$ cat src/sv/ppsa_pkg.sv
`timescale 1ns / 1ps
`default_nettype none
// ----------------------------------------------------------------------------
// ppsa_pkg
// Shared widths, constants, types and helpers of the particle pool block.
// ----------------------------------------------------------------------------
package ppsa_pkg;

    localparam int POOL_SIZE = 64;
    localparam int SLOT_W    = $clog2(POOL_SIZE);
    localparam int SLOT_OUT_W = 6;

    localparam int SPEED_W = 24;
    localparam int LIFE_W  = 24;
    localparam int SPAWN_W = 7;
    localparam int SEED_W  = 16;
    localparam int DELTA_W = 16;
    localparam int POS_W   = 32;
    localparam int DIR_W   = 16;
    localparam int ALPHA_W = 16;
    localparam int SHADE_W = 8;

    localparam int FADE_SH = 15;
    localparam int FADE_W  = DELTA_W + FADE_SH;
    localparam int K_W     = SPEED_W + DELTA_W;
    localparam int PROD_W  = DIR_W + K_W + 1;
    localparam int MOVE_SH = 22;
    localparam int STEP_W  = PROD_W - MOVE_SH;

    localparam logic [SPEED_W-1:0] SPEED_RST = 24'd256;
    localparam logic [LIFE_W-1:0]  LIFE_RST  = 24'd65536;
    localparam logic [SPAWN_W-1:0] SPAWN_RST = 7'd1;
    localparam logic [SEED_W-1:0]  SEED_RST  = 16'd44257;

    localparam logic [SEED_W-1:0]        LFSR_MASK  = 16'hB400;
    localparam logic signed [ALPHA_W-1:0] ALPHA_ONE = 16'sd16384;
    localparam logic [SHADE_W-1:0]       SHADE_BASE = 8'd50;
    localparam int                       SHADE_MOD  = 100;
    // reciprocal of 100, exact for every 16-bit value
    localparam int                       RECIP_W    = 17;
    localparam logic [RECIP_W-1:0]       RECIP_MUL  = 17'd83887;
    localparam int                       RECIP_SH   = 23;
    localparam int                       QPROD_W    = SEED_W + RECIP_W;
    localparam int                       Q_W        = 10;

    typedef enum logic [1:0] {
        REG_SPEED = 2'd0,
        REG_LIFE  = 2'd1,
        REG_SPAWN = 2'd2,
        REG_SEED  = 2'd3
    } t_reg_idx;

    typedef struct packed {
        logic [LIFE_W-1:0]         life;
        logic signed [POS_W-1:0]   pos_x;
        logic signed [POS_W-1:0]   pos_y;
        logic signed [POS_W-1:0]   pos_z;
        logic signed [DIR_W-1:0]   dir_x;
        logic signed [DIR_W-1:0]   dir_y;
        logic signed [DIR_W-1:0]   dir_z;
        logic [SPEED_W-1:0]        speed;
        logic signed [ALPHA_W-1:0] alpha;
        logic [SHADE_W-1:0]        shade;
    } t_entry;

    typedef struct packed {
        logic load;
        logic srch_init;
        logic srch_step;
        logic spawn_wr;
        logic age_rd;
        logic mul1;
        logic mul2;
        logic wb;
    } t_cmd;

    typedef struct packed {
        logic div_busy;
        logic spawn_done;
        logic srch_stop;
        logic out_free;
        logic age_last;
    } t_sts;

    function automatic logic [SEED_W-1:0] lfsr_step(input logic [SEED_W-1:0] v);
        logic [SEED_W-1:0] s;
        s = v >> 1;
        if (v[0]) begin
            s = s ^ LFSR_MASK;
        end
        return s;
    endfunction

endpackage
`default_nettype wire

$ cat src/sv/ppsa_ctrl.sv
`timescale 1ns / 1ps
`default_nettype none
// ----------------------------------------------------------------------------
// ppsa_ctrl
// Sequencer: fade division, spawn search and load, then per-slot ageing.
// ----------------------------------------------------------------------------
module ppsa_ctrl (
    input  wire logic           i_clk,
    input  wire logic           i_rst_n,
    input  wire logic           i_in_valid,
    output logic                o_in_ready,
    input  wire ppsa_pkg::t_sts i_sts,
    output ppsa_pkg::t_cmd      o_cmd
);
    typedef enum logic [8:0] {
        ST_IDLE  = 9'b000000001,
        ST_DIV   = 9'b000000010,
        ST_SCHK  = 9'b000000100,
        ST_SRCH  = 9'b000001000,
        ST_SPAWN = 9'b000010000,
        ST_RD    = 9'b000100000,
        ST_M1    = 9'b001000000,
        ST_M2    = 9'b010000000,
        ST_WB    = 9'b100000000
    } t_state;

    t_state r_state;
    t_state n_state;

    always_comb begin
        n_state = r_state;
        o_cmd   = '0;
        unique case (r_state)
            ST_IDLE: begin
                if (i_in_valid) begin
                    o_cmd.load = 1'b1;
                    n_state    = ST_DIV;
                end
            end
            ST_DIV: begin
                if (!i_sts.div_busy) begin
                    n_state = ST_SCHK;
                end
            end
            ST_SCHK: begin
                if (i_sts.spawn_done) begin
                    n_state = ST_RD;
                end else begin
                    o_cmd.srch_init = 1'b1;
                    n_state         = ST_SRCH;
                end
            end
            ST_SRCH: begin
                if (i_sts.srch_stop) begin
                    n_state = ST_SPAWN;
                end else begin
                    o_cmd.srch_step = 1'b1;
                end
            end
            ST_SPAWN: begin
                o_cmd.spawn_wr = 1'b1;
                n_state        = ST_SCHK;
            end
            ST_RD: begin
                o_cmd.age_rd = 1'b1;
                n_state      = ST_M1;
            end
            ST_M1: begin
                o_cmd.mul1 = 1'b1;
                n_state    = ST_M2;
            end
            ST_M2: begin
                o_cmd.mul2 = 1'b1;
                n_state    = ST_WB;
            end
            ST_WB: begin
                if (i_sts.out_free) begin
                    o_cmd.wb = 1'b1;
                    n_state  = i_sts.age_last ? ST_IDLE : ST_RD;
                end
            end
            default: n_state = ST_IDLE;
        endcase
    end

    always_ff @(posedge i_clk) begin
        if (!i_rst_n) begin
            r_state <= ST_IDLE;
        end else begin
            r_state <= n_state;
        end
    end

    assign o_in_ready = (r_state == ST_IDLE);
endmodule
`default_nettype wire

$ cat config.mk
export PLATFORM = sky130hd
export DESIGN_NAME = ppsa_ctrl
export DESIGN_NICKNAME = d
export VERILOG_FILES = /design/src/sv/ppsa_pkg.sv /design/src/sv/ppsa_ctrl.sv
export SDC_FILE = /design/constraint.sdc
export NUM_CORES = 1
export LEC_CHECK = 0
export ABC_AREA = 1
export BUFFER_PORTS_ARGS = -buffer_cell sky130_fd_sc_hd__buf_2
export CAP_MARGIN = 20
export CORE_MARGIN = 5
export CORE_UTILIZATION = 26
export DETAILED_ROUTE_END_ITERATION = 7
export PLACE_DENSITY = 0.55
export SYNTH_ARGS = -nofsm -noshare
export SYNTH_HDL_FRONTEND = slang
export SYNTH_SLANG_ARGS = --single-unit
export TNS_END_PERCENT = 50
$ cat constraint.sdc
create_clock -name i_clk -period 3.2 [get_ports i_clk]
set_input_delay 0.16 -clock i_clk [delete_from_list [all_inputs] [get_ports i_clk]]
set_output_delay 0.16 -clock i_clk [all_outputs]
set_load 0.02 [all_outputs]
Word level (Yosys, flattened, before mapping)
Cells that the tools add are included.

cells by class
  reduce and logical (&&, ||, !) cells = 1
  equality and inequality tests = 13
  muxes and demuxes = 19

operators by type and width
  cell                  number
  $pmux W9 S9           1
  $mux W9               4
  $mux W1               12
  $mux W6               2
  $eq A9 B1 Y1 const B  1
  $eq A9 B2 Y1 const B  1
  $eq A9 B3 Y1 const B  1
  $eq A9 B4 Y1 const B  1
  $eq A9 B5 Y1 const B  1
  $eq A9 B6 Y1 const B  1
  $eq A9 B7 Y1 const B  1
  $eq A9 B8 Y1 const B  1
  $eq A9 B9 Y1 const B  1
  $ne A2 B2 Y1 const B  4
  $reduce_and A4 Y1     1

word-level totals
  bits of input ports = 8
  word-level logic and storage cells = 34
  register bits = 9
  output and inout port bits = 9

Logic depth before layout (Yosys ltp)
  word-level depth = 3
  mapped depth = 10
  gate-level depth less buffers = 10

Worst setup path before layout
Ideal clock, no wire load.

  path kind = flip-flop to flip-flop
  start = reg r_state[4]
  end = reg r_state[3]
  stages on the path, launching flop included = 7
  path buffers = 0
  arrival time = 1.236 ns
  slack = 1.906 ns
  library setup time = 0.059 ns
  data required time = 3.141 ns
  clock period less this slack = 1.294 ns
  cell sequence = dfxtp_1 nor2_2 nand2_4 nor2_4 nand2_1 nor2_1 o21a_1

between the ends
  word-level cells in the longest chain between the ends = 3
  elaborated cells between the ends (all ways) = 15
  classes of those cells = 13 x eq/ne; 1 x mux; 1 x reduce/logical

RTL lines
  element                                     RTL line         RTL
  start: declaration                          ppsa_ctrl.sv:27  t_state r_state;
  start signal: assignment                    ppsa_ctrl.sv:90  r_state <= n_state;
  $eq A9 B2 Y1, or another cell as far along  ppsa_ctrl.sv:33  unique case (r_state)
  $ne A2 B2 Y1 (no source line)               --
  $reduce_and A4 Y1 (no source line)          --

Parallel ways exist; a longest one is shown, timed or not.
A chain may end at the register's enable or synchronous reset.

==> impl_metrics.toml <==
[clock_tree]
clk_pin_slew_ns = 0.06
postCtsHoldBufs = 0
cts_tree = "built"
cts_made_buffers = 3
cts_setup_buffers = 0
htree_levels = 1
clockBufferDepth = 2
cts_resized = 0
worstSkewPairLatency_ns = 0.25
root_buffer = "clkbuf_4"
cts_num_sinks = 9

[critical_path]
arrival_ns = 1.41
reg2reg_depth = 7
path_buf_inv = 2
cpMaxStageDelayCell = "dfxtp_1"
crit_cells = 6
r2r_slack_ns = 1.84
cpPeakStageDelay_ns = 0.33
endpoint_kind = "primary output"
startpoint = "r_state[6]"
startpoint_type = "flop"
path_cells = "nor2_2 > nand2_4 > nor2_4 > nand3b_1 > inv_1 > buf_2"
path_class = "reg2out"
reg2reg_to = "r_state[5]"
reg2reg_from = "r_state[6]"
cp.required_ns = 3.04
path_max_fanout = 5
path_delay_family = "simple AND/OR/NAND/NOR gates"

[route]
ant_nets = 0
routed_wl_um = 1370
drt-pass1-iter-count = 4
vias = 645
drt-initial-drc-count = 14
viasPerCell = 4.27
post_drt_wl_per_cell_um = 9.10
route.detailed.drc = 0

[layout]
n_antenna_cell = 0
largest-register = "r_state"
area_growth_syn_to_layout_pct = 21.1
fin_nets = 130
utilization_pct = 32.2
largest_register_ffs = 9
largestRegisters = "r_state: 9 flops"
drive_above_1_share_pct = 27.3
stdcell_area_um2 = 782

[yosys]
synth_cells = 102
ys_seq_area_share_pct = 27.9
ys_ff_latch = 9
syn_nets = 110
ys_types = 19
syn_avg_cell_area_um2 = 6.33
synth_warnings = 0
synth_area_um2 = 646

[sta]
period_share_pct = 49.0
final.setup_skew_ns = 0.000340
fin_crit_ns = 1.57
hold_viol_final = 0
tightestPinTransition_ns = 0.202
worst_slack_ns = 1.63
tns_ns = 0
rsz0062_at_grt = "false"
setup_violations = 0
fin_hold_ws_ns = 0.223
relSlewSlack_pct = 86.5
fmax_ghz = 0.638
slew_violations = 0

[floorplanning]
rows = 18
die-area_um2 = 3580
io_pins = 17
die_y_um = 59.8
die_w_um = 59.8
core_um2 = 2430
floorplan.initialDensity_pct = 26.5

[grt]
antenna_found_initial = 0
grt_max_degree = 10
grt_pass1_vias = 652
grt_pass1_wl_um = 2550
grtUsageTotal_pct = 9.11
grt_overflow = 0

[place]
place_area_um2 = 756
gp_congestion = 0.830
port-buffer-count = 16
dp_hpwl_um = 1160
dp_slack_ns = 1.85

[flow_run]
maxCapViolations = 0

[pwr]
p_leak_nw = 0.456
irDropWorstVdd_v = 0.000349
powerDensity_nw_per_um2 = 649

[worst_hold_path]
hold-path-endpoint = "r_state[8]"
min_from = "i_rst_n"
min_path_type = "in2reg"
hold_path_depth = 3

[status]
status = "finished clean"
## through the flow
stage,cells,power [mW]
final,151,0.508
after global routing,151,0.566
after CTS,151,0.515
after detailed placement,147,0.428
after global placement,147,0.427
after floorplan,102,0.372
## cell usage after synthesis (all sizes together)
cell	n	area share, %
a21oi	1	0.77
nand2	22	16
nor2	22	19
o21ai	5	5.6
inv	25	15
and3	1	1.2
nor3	2	1.6
nand4	1	0.97
o21a	1	1.2
nand3b	1	1.2
dfxtp	9	28
nand3	11	8.5
buf	1	1.2
## cell families after synthesis
group / Yosys count / share of synthesized area, %
compound gates: 7 / 7.56
flops: 9 / 27.9
buf+inv: 26 / 15.7
simple gates: 60 / 48.8
## per-layer routing
| layer | GRT usage, % | share of wire [%] | up-vias |
|---|---|---|---|
| met5 | 0 | 0 | - |
| met4 | 3.80 | 1.4 | 0 |
| met3 | 1.30 | 3.7 | 2 |
| met2 | 13.9 | 42 | 16 |
| met1 | 12.7 | 53 | 280 |
| li1 | - | - | 347 |
## layout make-up
| type | count | area, um^2 |
|---|---|---|
| clock buffer | 4 | 26.3 |
| multi-input combinational | 67 | 364 |
| tap | 30 | 37.5 |
| sequential | 9 | 180 |
| fill | 275 | 1650 |
| inverter | 25 | 93.8 |
| timing repair buffer | 16 | 80.1 |
## worst min-delay path, delay by kind of cell
family	cells	cell delay, ns
buffers and inverters	1	0.16
and+or+nand+nor	2	0.11
## layout by cell type (no fill, tap or decap)
cell	instances
nor2_2	4
and3_2	1
nand3b_1	1
nor2_4	2
nand2_2	3
nor2_8	1
a21oi_1	1
nand2_4	2
clkbuf_1	1
o21a_1	1
nand4_1	1
nor2_1	15
dfxtp_1	9
inv_1	25
nand3_1	11
clkbuf_4	3
nor3_1	2
o21ai_0	4
o21ai_4	1
nand2_1	17
buf_2	16
## power by group
group	leakage [nW]	switching [mW]	total [mW]	internal [mW]
registers	0.0732	0.0139	0.144	0.130
logic	0.368	0.180	0.279	0.0995
clock network	0.0150	0.0363	0.0841	0.0478
total	0.456	0.230	0.508	0.278
## worst max-delay path by stage
stage / endpoint / slack, ns
floorplan: r_state[3] / 1.91
global placement: r_state[5] / 1.86
detailed placement: r_state[5] / 1.85
CTS: o_cmd[5] / 1.63
global route: o_cmd[5] / 1.51
finish: o_cmd[5] / 1.63
Power figures use the tool's default switching activity.
